[src/hdl/erma_pkg.sv]
// Package for the encoder rpm moving average block.
// Holds the field widths, the queue entry and state types, and the arithmetic constants.
// No dependencies.
package erma_pkg;

   localparam int TICK_W    = 16;
   localparam int MS_W      = 16;
   localparam int TPR_W     = 11;
   localparam int RPM_W     = 24;
   localparam int CONST_W   = 16;
   localparam int FRAC_BITS = 8;

   localparam logic [TPR_W-1:0]   TPR_RESET     = TPR_W'(20);
   localparam logic [CONST_W-1:0] RPM_PER_MIN_MS = CONST_W'(60000);
   localparam logic [TICK_W-1:0]  TICK_MAX      = {TICK_W{1'b1}};
   localparam logic [RPM_W-1:0]   SAMPLE_MAX    = {RPM_W{1'b1}};

   localparam int AVG_DEPTH = 8;
   localparam int PTR_W     = (AVG_DEPTH > 1) ? $clog2(AVG_DEPTH) : 1;
   localparam int SUM_W     = RPM_W + PTR_W;

   localparam int PROD_W = TICK_W + CONST_W;
   localparam int NUM_W  = PROD_W + FRAC_BITS;
   localparam int DEN_W  = TPR_W + MS_W;
   localparam int REM_W  = DEN_W + 1;
   localparam int CNT_W  = $clog2(NUM_W);

   localparam int QDEPTH  = 2;
   localparam int QPTR_W  = (QDEPTH > 1) ? $clog2(QDEPTH) : 1;
   localparam int QCNT_W  = $clog2(QDEPTH + 1);

   typedef struct packed {
      logic [TICK_W-1:0] ticks;
      logic [MS_W-1:0]   elapsed_ms;
      logic [TPR_W-1:0]  tpr;
   } cmd_type;

   typedef struct packed {
      logic full;
      logic empty;
   } queue_status_type;

   typedef enum logic [1:0] {
      BK_IDLE,
      BK_MUL,
      BK_DIV,
      BK_DONE
   } back_state_type;

endpackage

[src/hdl/erma_front.sv]
// Front end: accepts input transactions, counts ticks and queues refresh commands.
// Also holds the ticks per revolution register. Depends on erma_pkg.
module erma_front
   import erma_pkg::*;
(
   input  logic                   clock,
   input  logic                   reset,
   input  logic                   req_push,
   output logic                   req_full,
   input  logic                   req_kind,
   input  logic [MS_W-1:0]        req_elapsed_ms,
   input  logic                   csr_we,
   input  logic [TPR_W-1:0]       csr_wdata,
   input  queue_status_type       q_status,
   output logic                   q_push,
   output cmd_type                q_data
);

   logic [TICK_W-1:0] tick_ff, tick_in;
   logic [TPR_W-1:0]  tpr_ff, tpr_in;
   logic              accept;

   assign req_full = q_status.full;
   assign accept   = req_push && !q_status.full;
   assign q_push   = accept && req_kind;

   assign q_data.ticks      = tick_ff;
   assign q_data.elapsed_ms = req_elapsed_ms;
   assign q_data.tpr        = tpr_ff;

   always_comb begin
      tick_in = tick_ff;
      if (accept) begin
         if (req_kind) begin
            tick_in = '0;
         end else if (tick_ff != TICK_MAX) begin
            tick_in = tick_ff + TICK_W'(1);
         end
      end
      tpr_in = csr_we ? csr_wdata : tpr_ff;
   end

   always_ff @(posedge clock) begin
      if (reset) begin
         tick_ff <= '0;
         tpr_ff  <= TPR_RESET;
      end else begin
         tick_ff <= tick_in;
         tpr_ff  <= tpr_in;
      end
   end

endmodule

[src/hdl/erma_queue.sv]
// Short command queue between the front end and the back end.
// Depends on erma_pkg for the entry type and depth.
module erma_queue
   import erma_pkg::*;
(
   input  logic             clock,
   input  logic             reset,
   input  logic             push,
   input  cmd_type          push_data,
   input  logic             pop,
   output cmd_type          pop_data,
   output queue_status_type status
);

   cmd_type             mem_ff [QDEPTH];
   logic [QPTR_W-1:0]   wr_ff, wr_in, rd_ff, rd_in;
   logic [QCNT_W-1:0]   cnt_ff, cnt_in;
   logic                do_push, do_pop;

   assign status.full  = (cnt_ff == QCNT_W'(QDEPTH));
   assign status.empty = (cnt_ff == '0);
   assign do_push      = push && !status.full;
   assign do_pop       = pop && !status.empty;
   assign pop_data     = mem_ff[rd_ff];

   always_comb begin
      wr_in  = wr_ff;
      rd_in  = rd_ff;
      cnt_in = cnt_ff;
      if (do_push) begin
         wr_in = (wr_ff == QPTR_W'(QDEPTH - 1)) ? '0 : wr_ff + QPTR_W'(1);
      end
      if (do_pop) begin
         rd_in = (rd_ff == QPTR_W'(QDEPTH - 1)) ? '0 : rd_ff + QPTR_W'(1);
      end
      if (do_push && !do_pop) begin
         cnt_in = cnt_ff + QCNT_W'(1);
      end else if (do_pop && !do_push) begin
         cnt_in = cnt_ff - QCNT_W'(1);
      end
   end

   always_ff @(posedge clock) begin
      if (do_push) begin
         mem_ff[wr_ff] <= push_data;
      end
   end

   always_ff @(posedge clock) begin
      if (reset) begin
         wr_ff  <= '0;
         rd_ff  <= '0;
         cnt_ff <= '0;
      end else begin
         wr_ff  <= wr_in;
         rd_ff  <= rd_in;
         cnt_ff <= cnt_in;
      end
   end

endmodule

[src/hdl/erma_back.sv]
// Back end: multiplies, runs a restoring serial divide, updates the sample ring and
// running sum, and holds the result register. Depends on erma_pkg.
module erma_back
   import erma_pkg::*;
(
   input  logic              clock,
   input  logic              reset,
   input  queue_status_type  q_status,
   input  cmd_type           q_data,
   output logic              q_pop,
   output logic              rsp_empty,
   input  logic              rsp_pop,
   output logic [RPM_W-1:0]  rsp_sample_rpm,
   output logic [RPM_W-1:0]  rsp_average_rpm
);

   back_state_type     state_ff, state_in;
   cmd_type            cmd_ff, cmd_in;
   logic [NUM_W-1:0]   num_ff, num_in;
   logic [DEN_W-1:0]   den_ff, den_in;
   logic [REM_W-1:0]   rem_ff, rem_in, rem_shift;
   logic [CNT_W-1:0]   cnt_ff, cnt_in;
   logic [RPM_W-1:0]   sample_ff, sample_in;
   logic [RPM_W-1:0]   ring_ff [AVG_DEPTH];
   logic [PTR_W-1:0]   ptr_ff, ptr_in;
   logic [SUM_W-1:0]   sum_ff, sum_in;
   logic [RPM_W-1:0]   out_sample_ff, out_sample_in;
   logic [RPM_W-1:0]   out_avg_ff, out_avg_in;
   logic               out_valid_ff, out_valid_in;
   logic               out_pop, commit;
   logic [PROD_W-1:0]  prod;

   assign rsp_empty       = !out_valid_ff;
   assign rsp_sample_rpm  = out_sample_ff;
   assign rsp_average_rpm = out_avg_ff;
   assign out_pop         = rsp_pop && out_valid_ff;

   assign prod      = PROD_W'(cmd_ff.ticks) * PROD_W'(RPM_PER_MIN_MS);
   assign rem_shift = {rem_ff[REM_W-2:0], num_ff[NUM_W-1]};

   always_comb begin
      state_in      = state_ff;
      cmd_in        = cmd_ff;
      num_in        = num_ff;
      den_in        = den_ff;
      rem_in        = rem_ff;
      cnt_in        = cnt_ff;
      sample_in     = sample_ff;
      ptr_in        = ptr_ff;
      sum_in        = sum_ff;
      out_sample_in = out_sample_ff;
      out_avg_in    = out_avg_ff;
      out_valid_in  = out_valid_ff && !out_pop;
      q_pop         = 1'b0;
      commit        = 1'b0;
      unique case (state_ff)
         BK_IDLE: begin
            if (!q_status.empty) begin
               q_pop    = 1'b1;
               cmd_in   = q_data;
               state_in = BK_MUL;
            end
         end
         BK_MUL: begin
            num_in   = {prod, FRAC_BITS'(0)};
            den_in   = DEN_W'(cmd_ff.tpr) * DEN_W'(cmd_ff.elapsed_ms);
            rem_in   = '0;
            cnt_in   = '0;
            state_in = BK_DIV;
         end
         BK_DIV: begin
            if (rem_shift >= REM_W'(den_ff)) begin
               rem_in = rem_shift - REM_W'(den_ff);
               num_in = {num_ff[NUM_W-2:0], 1'b1};
            end else begin
               rem_in = rem_shift;
               num_in = {num_ff[NUM_W-2:0], 1'b0};
            end
            cnt_in = cnt_ff + CNT_W'(1);
            if (cnt_ff == CNT_W'(NUM_W - 1)) begin
               if (den_ff == '0 || num_in[NUM_W-1:RPM_W] != '0) begin
                  sample_in = SAMPLE_MAX;
               end else begin
                  sample_in = num_in[RPM_W-1:0];
               end
               state_in = BK_DONE;
            end
         end
         BK_DONE: begin
            if (!out_valid_ff || out_pop) begin
               commit        = 1'b1;
               sum_in        = sum_ff - SUM_W'(ring_ff[ptr_ff]) + SUM_W'(sample_ff);
               ptr_in        = (ptr_ff == PTR_W'(AVG_DEPTH - 1)) ? '0 : ptr_ff + PTR_W'(1);
               out_sample_in = sample_ff;
               out_avg_in    = RPM_W'(sum_in / SUM_W'(AVG_DEPTH));
               out_valid_in  = 1'b1;
               state_in      = BK_IDLE;
            end
         end
         default: begin
            state_in = BK_IDLE;
         end
      endcase
   end

   always_ff @(posedge clock) begin
      if (reset) begin
         state_ff     <= BK_IDLE;
         out_valid_ff <= 1'b0;
         ptr_ff       <= '0;
         sum_ff       <= '0;
         for (int i = 0; i < AVG_DEPTH; i++) begin
            ring_ff[i] <= '0;
         end
      end else begin
         state_ff     <= state_in;
         out_valid_ff <= out_valid_in;
         ptr_ff       <= ptr_in;
         sum_ff       <= sum_in;
         if (commit) begin
            ring_ff[ptr_ff] <= sample_ff;
         end
      end
   end

   always_ff @(posedge clock) begin
      cmd_ff        <= cmd_in;
      num_ff        <= num_in;
      den_ff        <= den_in;
      rem_ff        <= rem_in;
      cnt_ff        <= cnt_in;
      sample_ff     <= sample_in;
      out_sample_ff <= out_sample_in;
      out_avg_ff    <= out_avg_in;
   end

endmodule

[src/hdl/encoder_rpm_moving_average.sv]
// Top level of the encoder rpm moving average block.
// Instantiates erma_front, erma_queue and erma_back; depends on erma_pkg.
//
// A tick transaction is taken and yields no result. A refresh transaction is queued
// and then worked on in the back end: a load, the two multiplications, the
// bit-at-a-time restoring divide of the 40-bit numerator, and an update of the ring,
// the running sum and the result register, which waits while a result is still held.
// Two refreshes may wait in the queue, and ticks keep counting while a refresh is
// worked on unless the queue is full. The result register holds one finished result
// until it is popped.
module encoder_rpm_moving_average
   import erma_pkg::*;
(
   input  logic              clock,
   input  logic              reset,
   input  logic              req_push,
   output logic              req_full,
   input  logic              req_kind,
   input  logic [MS_W-1:0]   req_elapsed_ms,
   output logic              rsp_empty,
   input  logic              rsp_pop,
   output logic [RPM_W-1:0]  rsp_sample_rpm,
   output logic [RPM_W-1:0]  rsp_average_rpm,
   input  logic              csr_we,
   input  logic [TPR_W-1:0]  csr_wdata
);

   queue_status_type q_status;
   logic             q_push, q_pop;
   cmd_type          q_wdata, q_rdata;

   erma_front u_front (
      .clock          (clock),
      .reset          (reset),
      .req_push       (req_push),
      .req_full       (req_full),
      .req_kind       (req_kind),
      .req_elapsed_ms (req_elapsed_ms),
      .csr_we         (csr_we),
      .csr_wdata      (csr_wdata),
      .q_status       (q_status),
      .q_push         (q_push),
      .q_data         (q_wdata)
   );

   erma_queue u_queue (
      .clock     (clock),
      .reset     (reset),
      .push      (q_push),
      .push_data (q_wdata),
      .pop       (q_pop),
      .pop_data  (q_rdata),
      .status    (q_status)
   );

   erma_back u_back (
      .clock           (clock),
      .reset           (reset),
      .q_status        (q_status),
      .q_data          (q_rdata),
      .q_pop           (q_pop),
      .rsp_empty       (rsp_empty),
      .rsp_pop         (rsp_pop),
      .rsp_sample_rpm  (rsp_sample_rpm),
      .rsp_average_rpm (rsp_average_rpm)
   );

endmodule

[config.mk]
export PLATFORM = sky130hd
export DESIGN_NAME = encoder_rpm_moving_average
export DESIGN_NICKNAME = d
export VERILOG_FILES = /design/src/hdl/erma_pkg.sv /design/src/hdl/erma_front.sv /design/src/hdl/erma_queue.sv /design/src/hdl/erma_back.sv /design/src/hdl/encoder_rpm_moving_average.sv
export SDC_FILE = /design/constraint.sdc
export NUM_CORES = 1
export LEC_CHECK = 0
export ABC_AREA = 1
export BUFFER_PORTS_ARGS = -buffer_cell sky130_fd_sc_hd__buf_2
export CAP_MARGIN = 20
export CORE_ASPECT_RATIO = 0.8
export CORE_MARGIN = 2
export CORE_UTILIZATION = 55
export CTS_BUF_LIST = sky130_fd_sc_hd__clkbuf_8
export CTS_CLUSTER_DIAMETER = 50
export CTS_CLUSTER_SIZE = 8
export DETAILED_ROUTE_END_ITERATION = 6
export PLACE_DENSITY = 0.71
export SLEW_MARGIN = 0
export SYNTH_ARGS = -nofsm -noshare
export SYNTH_HDL_FRONTEND = slang
export SYNTH_SLANG_ARGS = --single-unit
[constraint.sdc]
create_clock -name clock -period 10.44 [get_ports clock]
set_clock_uncertainty 0.1 [all_clocks]
set_input_delay 2.088 -clock clock [delete_from_list [all_inputs] [get_ports clock]]
set_output_delay 2.088 -clock clock [all_outputs]
set_load 0.01 [all_outputs]
==> flow_summary.toml, run 1 <==
[drt]
vias_per_cell = 5.292
total_length_of_routed_met3_wires_um = 7775
initialDrtViolationCount = 2607
dr_wl_met2_um = 38030
drt.antenna.violating_nets = 0
sum_of_routed_wire_length_over_all_layers_um = 86340
m1WireLength_um = 38590
first_pass_drt_iterations = 6
avgRoutedWirePerCell_um = 16.90
dr_total_vias = 27044
drc = 0
highest-signal-layer = "met4"

[sta]
slew_headroom = 0.2597
holdWs_ns = 0.3439
finalSetupViolations = 0
report.final.slew_viol_count = 0
maxClockFrequency_ghz = 0.1863
unrepaired_setup_endpoints_after_global_routing = "no"
finalCritPeriodShare = 0.5142
timing_hold_violations_final = 0
worstMarginPinSlew_ns = 1.108
period_minus_slack_ns = 5.368
tns_ns = 0

[die]
placeableCoreArea_um2 = 65480
design.die.area_um2 = 68000
design.portCount = 83
die_h_um = 233.6
fp-row-count = 84
die_x_um = 291.1
effective_utilization_at_floorplan = 0.5537

[global_route]
globalRouteOverflowTotal = 0
grt_max_degree = 97
antenna_found_initial = 3
globalRouteTotalUtil = 0.2570
grt_pass1_wl_um = 136200
first_global_vias = 25328

[synth]
yosys.cell_types.count = 43
synth-main-ff-cell = "sky130_fd_sc_hd__edfxtp_1"
netlist_area_um2 = 36260
synth.yosys.seq_area_share = 0.4453
synth_nets = 4564
ys_ff_latch = 560
gate_count_after_technology_mapping = 4114
post_synth.cell_area_avg_um2 = 8.813
synth_enable_flop_cells = 493
yosys_warnings = 0
fraction_of_registers_with_async_set_reset = 0

[critical_path]
timing.critical_path.to_type = "register"
path_delay_family = "simple AND/OR/NAND/NOR gates"
worst_ep_arrival_time_ns = 5.57
crit_chain = "buf_2 > inv_1 > nand2_1 > nand2_1 > buf_4 > inv_2 > buf_4 > nand2_1 > nor2_1 > nand2_1 > nand2_1"
cpPeakStageDelay_ns = 1.01
worst-path-buf-inv = 5
crit_required_ns = 10.65
critPathMostFrequentCell = "sky130_fd_sc_hd__nand2_1"
cp_max_fo = 69
cpMaxStageDelayCell = "sky130_fd_sc_hd__nand2_1"
element_type_at_the_critical_path_start = "input port"
timing_worst_setup_path_type = "in -> reg"

[layout]
drive_gt1_frac = 0.06307
postLayoutCoreUtil = 0.5969
syn2layout_area_growth_pct = 7.802
fin_nets = 4627
multiInputGateArea_um2 = 16790
design_area_um2 = 39090
final-seq-area_um2 = 16150
filler_cell_count = 5623

[clock_network]
hold_buffers = 0
cts.root.buffer_cell = "sky130_fd_sc_hd__clkbuf_8"
inserted_clock_buffers = 85
clock_sinks = 560
htreeDepth = 3
post_cts_resize_count = 0
worstSkewPairLatency_ns = 0.70
worst_setup_hold_path_clk_slew_ns = 0.07
cts.repair_timing.setup_buffer_count = 0
clockBufferDepth = 3
cts_tree = "yes"

[place]
io_buffer_count = 82
dpl_cell_area_um2 = 37440
place_congestion = 0.9724
dp.final_hpwl_um = 64250

[worst_hold_path]
hold_class = "reg -> reg"

[outcome]
run_status = "completed"

[job]
cap_viol_max_count = 0
layout by cell type (no fill, tap or decap), types with 25 or more instances in the layout:
master	instances
sky130_fd_sc_hd__nand4_1	47
sky130_fd_sc_hd__clkinv_1	27
sky130_fd_sc_hd__a31oi_1	28
sky130_fd_sc_hd__o21ai_0	174
sky130_fd_sc_hd__nor2_1	555
sky130_fd_sc_hd__nand3_1	132
sky130_fd_sc_hd__fa_1	211
sky130_fd_sc_hd__edfxtp_1	493
sky130_fd_sc_hd__dfxtp_1	66
sky130_fd_sc_hd__nand2_1	959
sky130_fd_sc_hd__xor2_1	38
sky130_fd_sc_hd__inv_1	776
sky130_fd_sc_hd__clkbuf_8	90
sky130_fd_sc_hd__buf_4	25
sky130_fd_sc_hd__or2_2	31
sky130_fd_sc_hd__ha_1	204
sky130_fd_sc_hd__a21oi_1	141
sky130_fd_sc_hd__buf_2	82
metrics by stage:
step | std cells | setup WS [ns]
6_report | 5110 | 5.072
5_1_grt | 5110 | 4.779
3_3_place_gp | 4948 | 4.473
4_1_cts | 5108 | 5.113
3_5_place_dp | 4949 | 4.435
2_1_floorplan | 4114 | 5.478
state kept, by name, indices dropped and copies added, names as in the netlist, 27 cells and up, named ones only:
| name | cells |
|---|---|
| u_queue.mem_ff | 86 |
| u_back.num_ff | 40 |
| u_back.ring_ff | 192 |
| u_back.den_ff | 27 |
| u_back.rem_ff | 27 |
| u_back.cmd_ff | 43 |
| u_back.sum_ff | 27 |
synthesized netlist by cell type, drive strengths merged, types with 26 or more instances:
master,count,share of area
nor2,562,0.058
inv,725,0.075
dfxtp,67,0.037
xor2,38,0.0092
fa,211,0.12
clkinv,26,0.0027
clkbuf,124,0.013
nand2,964,0.10
ha,206,0.071
a31oi,28,0.0048
edfxtp,493,0.41
a21oi,142,0.020
nand3,135,0.019
or2,33,0.0057
o21ai,176,0.024
nand4,47,0.0081
cells by family after synthesis:
kind of cell | Yosys count | synth area share
buffers and inverters | 884 | 0.09252
AOI/OAI and AO/OA | 403 | 0.06001
adders and majority gates | 417 | 0.1876
and+or+nand+nor | 1792 | 0.2006
xor gates and xnor gates | 58 | 0.01401
DFF | 560 | 0.4453
path summary, 6_finish.rpt:
check,to,startpoint,slack (ns),depth (start not counted)
hold reg to reg,u_queue.mem_ff[0][10],u_front.tpr_ff[10],0.34,0
setup reg to reg,u_back.den_ff[25],u_back.cmd_ff[2],5.12,16
hold / removal,u_queue.mem_ff[0][10],u_front.tpr_ff[10],0.34,0
setup / recovery,u_back.ring_ff[0][12],rsp_pop,5.07,11
layout make-up:
| cell class | instances | share of cell area |
|---|---|---|
| Clock buffer | 90 | 0.03169 |
| Inverter | 751 | 0.07212 |
| Multi-Input combinational cell | 2670 | 0.4296 |
| Tap cell | 860 | 0.02753 |
| Antenna cell | 1 | 0.00006402 |
| Sequential cell | 560 | 0.4131 |
| Timing Repair Buffer | 109 | 0.01639 |
| Clock inverter | 69 | 0.009539 |
routing by layer:
layer	vias up	track usage
met5	-	0
met4	0	0.07254
met3	133	0.05328
met2	1063	0.3958
met1	12682	0.3700
li1	13166	-
Power of run 1 is left out: the tool's default activity adds up to more than one toggle a clock period on the data nets, which glitch-free logic cannot reach.
==> run 2: changes to the inputs <==
Clock period 10.44 ns to 5.61 ns, I/O delays scaled along.
==> run 2 against run 1 <==
Net effect:
- final cell count is 0.41% higher
- via count is 1.2% lower
- global-route usage hardly changed
- final area is 0.37% higher
- highest routed layer unchanged
==> flow_summary.toml, run 2 (synthesis gave the netlist of run 1 again) <==
[clock_network]
inserted_clock_buffers = 84
hold_buffers = 0
worst_setup_hold_path_clk_slew_ns = 0.06
cts.root.buffer_cell = "sky130_fd_sc_hd__clkbuf_8"
htreeDepth = 3
clock_sinks = 560
cts_tree = "yes"
clockBufferDepth = 3
worstSkewPairLatency_ns = 0.69

[die]
design.portCount = 83
placeableCoreArea_um2 = 65480
die_x_um = 291.1
fp-row-count = 84
effective_utilization_at_floorplan = 0.5537
die_h_um = 233.6
design.die.area_um2 = 68000

[critical_path]
timing.critical_path.to_type = "register"
cpMaxStageDelayCell = "sky130_fd_sc_hd__edfxtp_1"
worst_r2r_path_depth = 20
r2r_start = "u_back.cmd_ff[7]"
worst_ep_arrival_time_ns = 5.52
cpPeakStageDelay_ns = 0.58
worst_r2r_endpoint = "u_back.den_ff[26]"
r2r_setup_slack_ns = 0.38
crit_chain = "buf_4 > nand2_1 > inv_1 > fa_1 > inv_1 > fa_1 > inv_1 > fa_1 > fa_1 > inv_1 > fa_1 > inv_1 > ha_1 > nand2_1 > nor2_1 > inv_1 > o21ai_0 > nand2_1 > nand3_1 > xor2_1"
crit_required_ns = 5.91
cp_max_fo = 11
timing_worst_setup_path_type = "reg -> reg"
critPathMostFrequentCell = "sky130_fd_sc_hd__inv_1"
element_type_at_the_critical_path_start = "register"

[global_route]
antenna_found_initial = 2
grt_most_used_layer = "met2"
grt_pass1_wl_um = 137600
globalRouteTotalUtil = 0.2567
groute.layer.met2.usage = 0.4123
grt.met3_usage = 0.04072
first_global_vias = 26056
globalRouteOverflowTotal = 0
grt_max_degree = 97
grt_use_met1 = 0.3600

[drt]
first_pass_drt_iterations = 5
drt.antenna.violating_nets = 0
drc = 0
avgRoutedWirePerCell_um = 16.65
sum_of_routed_wire_length_over_all_layers_um = 85440
vias_per_cell = 5.207
initialDrtViolationCount = 2219
dr_total_vias = 26718

[layout]
regMostFlops = "u_back.ring_ff"
final-seq-area_um2 = 16150
filler_cell_count = 5770
fin_nets = 4653
postLayoutCoreUtil = 0.5991
mostFrequentLayoutCell = "sky130_fd_sc_hd__nand2_1"
mostFrequentLayoutCells = "sky130_fd_sc_hd__nand2_1, sky130_fd_sc_hd__inv_1, sky130_fd_sc_hd__nor2_1"
largestRegisters = "u_back.ring_ff: 192 flops, u_queue.mem_ff: 86 flops, u_back.cmd_ff: 43 flops"
largest_register_ff_count = 192
syn2layout_area_growth_pct = 8.199
drive_gt1_frac = 0.06838
multiInputGateArea_um2 = 16790

[sta]
finalSetupViolations = 0
unrepaired_setup_endpoints_after_global_routing = "no"
maxClockFrequency_ghz = 0.1913
slew_headroom = 0.3794
tns_ns = 0
period_minus_slack_ns = 5.226
crit_path_setup_slack_layout_ns = 0.3839
worstMarginPinSlew_ns = 0.9287
report.final.slew_viol_count = 0
timing_hold_violations_final = 0
finalCritPeriodShare = 0.9316

[outcome]
run_status = "completed"

[place]
dp.final_hpwl_um = 63360
place_congestion = 0.9227
pre_cts_slack_ns = 0.3475
io_buffer_count = 82

[worst_hold_path]
min_delay_path_depth = 0
worstHoldEndpoint = "u_queue.mem_ff[0][5]"
hold_class = "reg -> reg"
min-delay-start = "u_front.tpr_ff[5]"

[job]
cap_viol_max_count = 0
[run 2: cell types whose count changed in the layout (fill, tap and decap cells not counted), sizes merged]
cell	before	now
buf	109	136
inv	784	778
clkbuf	90	88
clkinv	31	33
bufinv	2	1
clkinvlp	3	4
[run 2: final cells by class]
| class | instances | share of cell area |
|---|---|---|
| diodes | 1 | 0.00006379 |
| clock buffers | 88 | 0.03087 |
| clock inverters | 65 | 0.008229 |
| inverters | 751 | 0.07189 |
| multi-input cells | 2670 | 0.4280 |
| flip-flops and latches | 560 | 0.4116 |
| well taps | 860 | 0.02743 |
| repair buffers | 136 | 0.02194 |
[run 2: worst max-delay path: cells and delay by family (launching register included)]
kind	cells	cell delay, ns
fa+ha+maj	6	2.81
xor+xnor	1	0.06
flops	1	0.58
compound gates	1	0.25
simple gates	5	0.59
buf+inv	7	0.56
[run 2: stage by stage]
step / hold WS (ns) / instance area (um^2) / cells
floorplan: 0.3202 / 36260 / 4114
global placement: 0.3311 / 37600 / 4969
detailed placement: 0.3365 / 37620 / 4970
CTS: 0.3501 / 39150 / 5123
global route: 0.3660 / 39230 / 5131
finish: 0.3499 / 39230 / 5131
[run 2: timing repair]
item,4_1_cts,5_1_grt
hold endpoints to repair,0,0
resized for setup,0,0
setup endpoints to repair,0,1
buffers inserted,0,7
[run 2: layer usage]
metal	vias up	share of wire
li1	13217	-
met3	157	0.063
met5	-	0
met4	0	0.028
met2	867	0.45
met1	12477	0.46
[run 2: worst max-delay path by stage]
stage | startpoint | endpoint | slack [ns]
after floorplan | u_back.cmd_ff[2] | u_back.den_ff[25] | 0.65
after global placement | u_back.cmd_ff[5] | u_back.den_ff[25] | 0.43
after detailed placement | u_back.cmd_ff[5] | u_back.den_ff[25] | 0.35
after CTS | u_back.cmd_ff[5] | u_back.den_ff[25] | 0.34
after global routing | u_back.cmd_ff[20] | u_back.den_ff[25] | 0.04
final | u_back.cmd_ff[7] | u_back.den_ff[26] | 0.38
Power of run 2 is left out for the same reason.
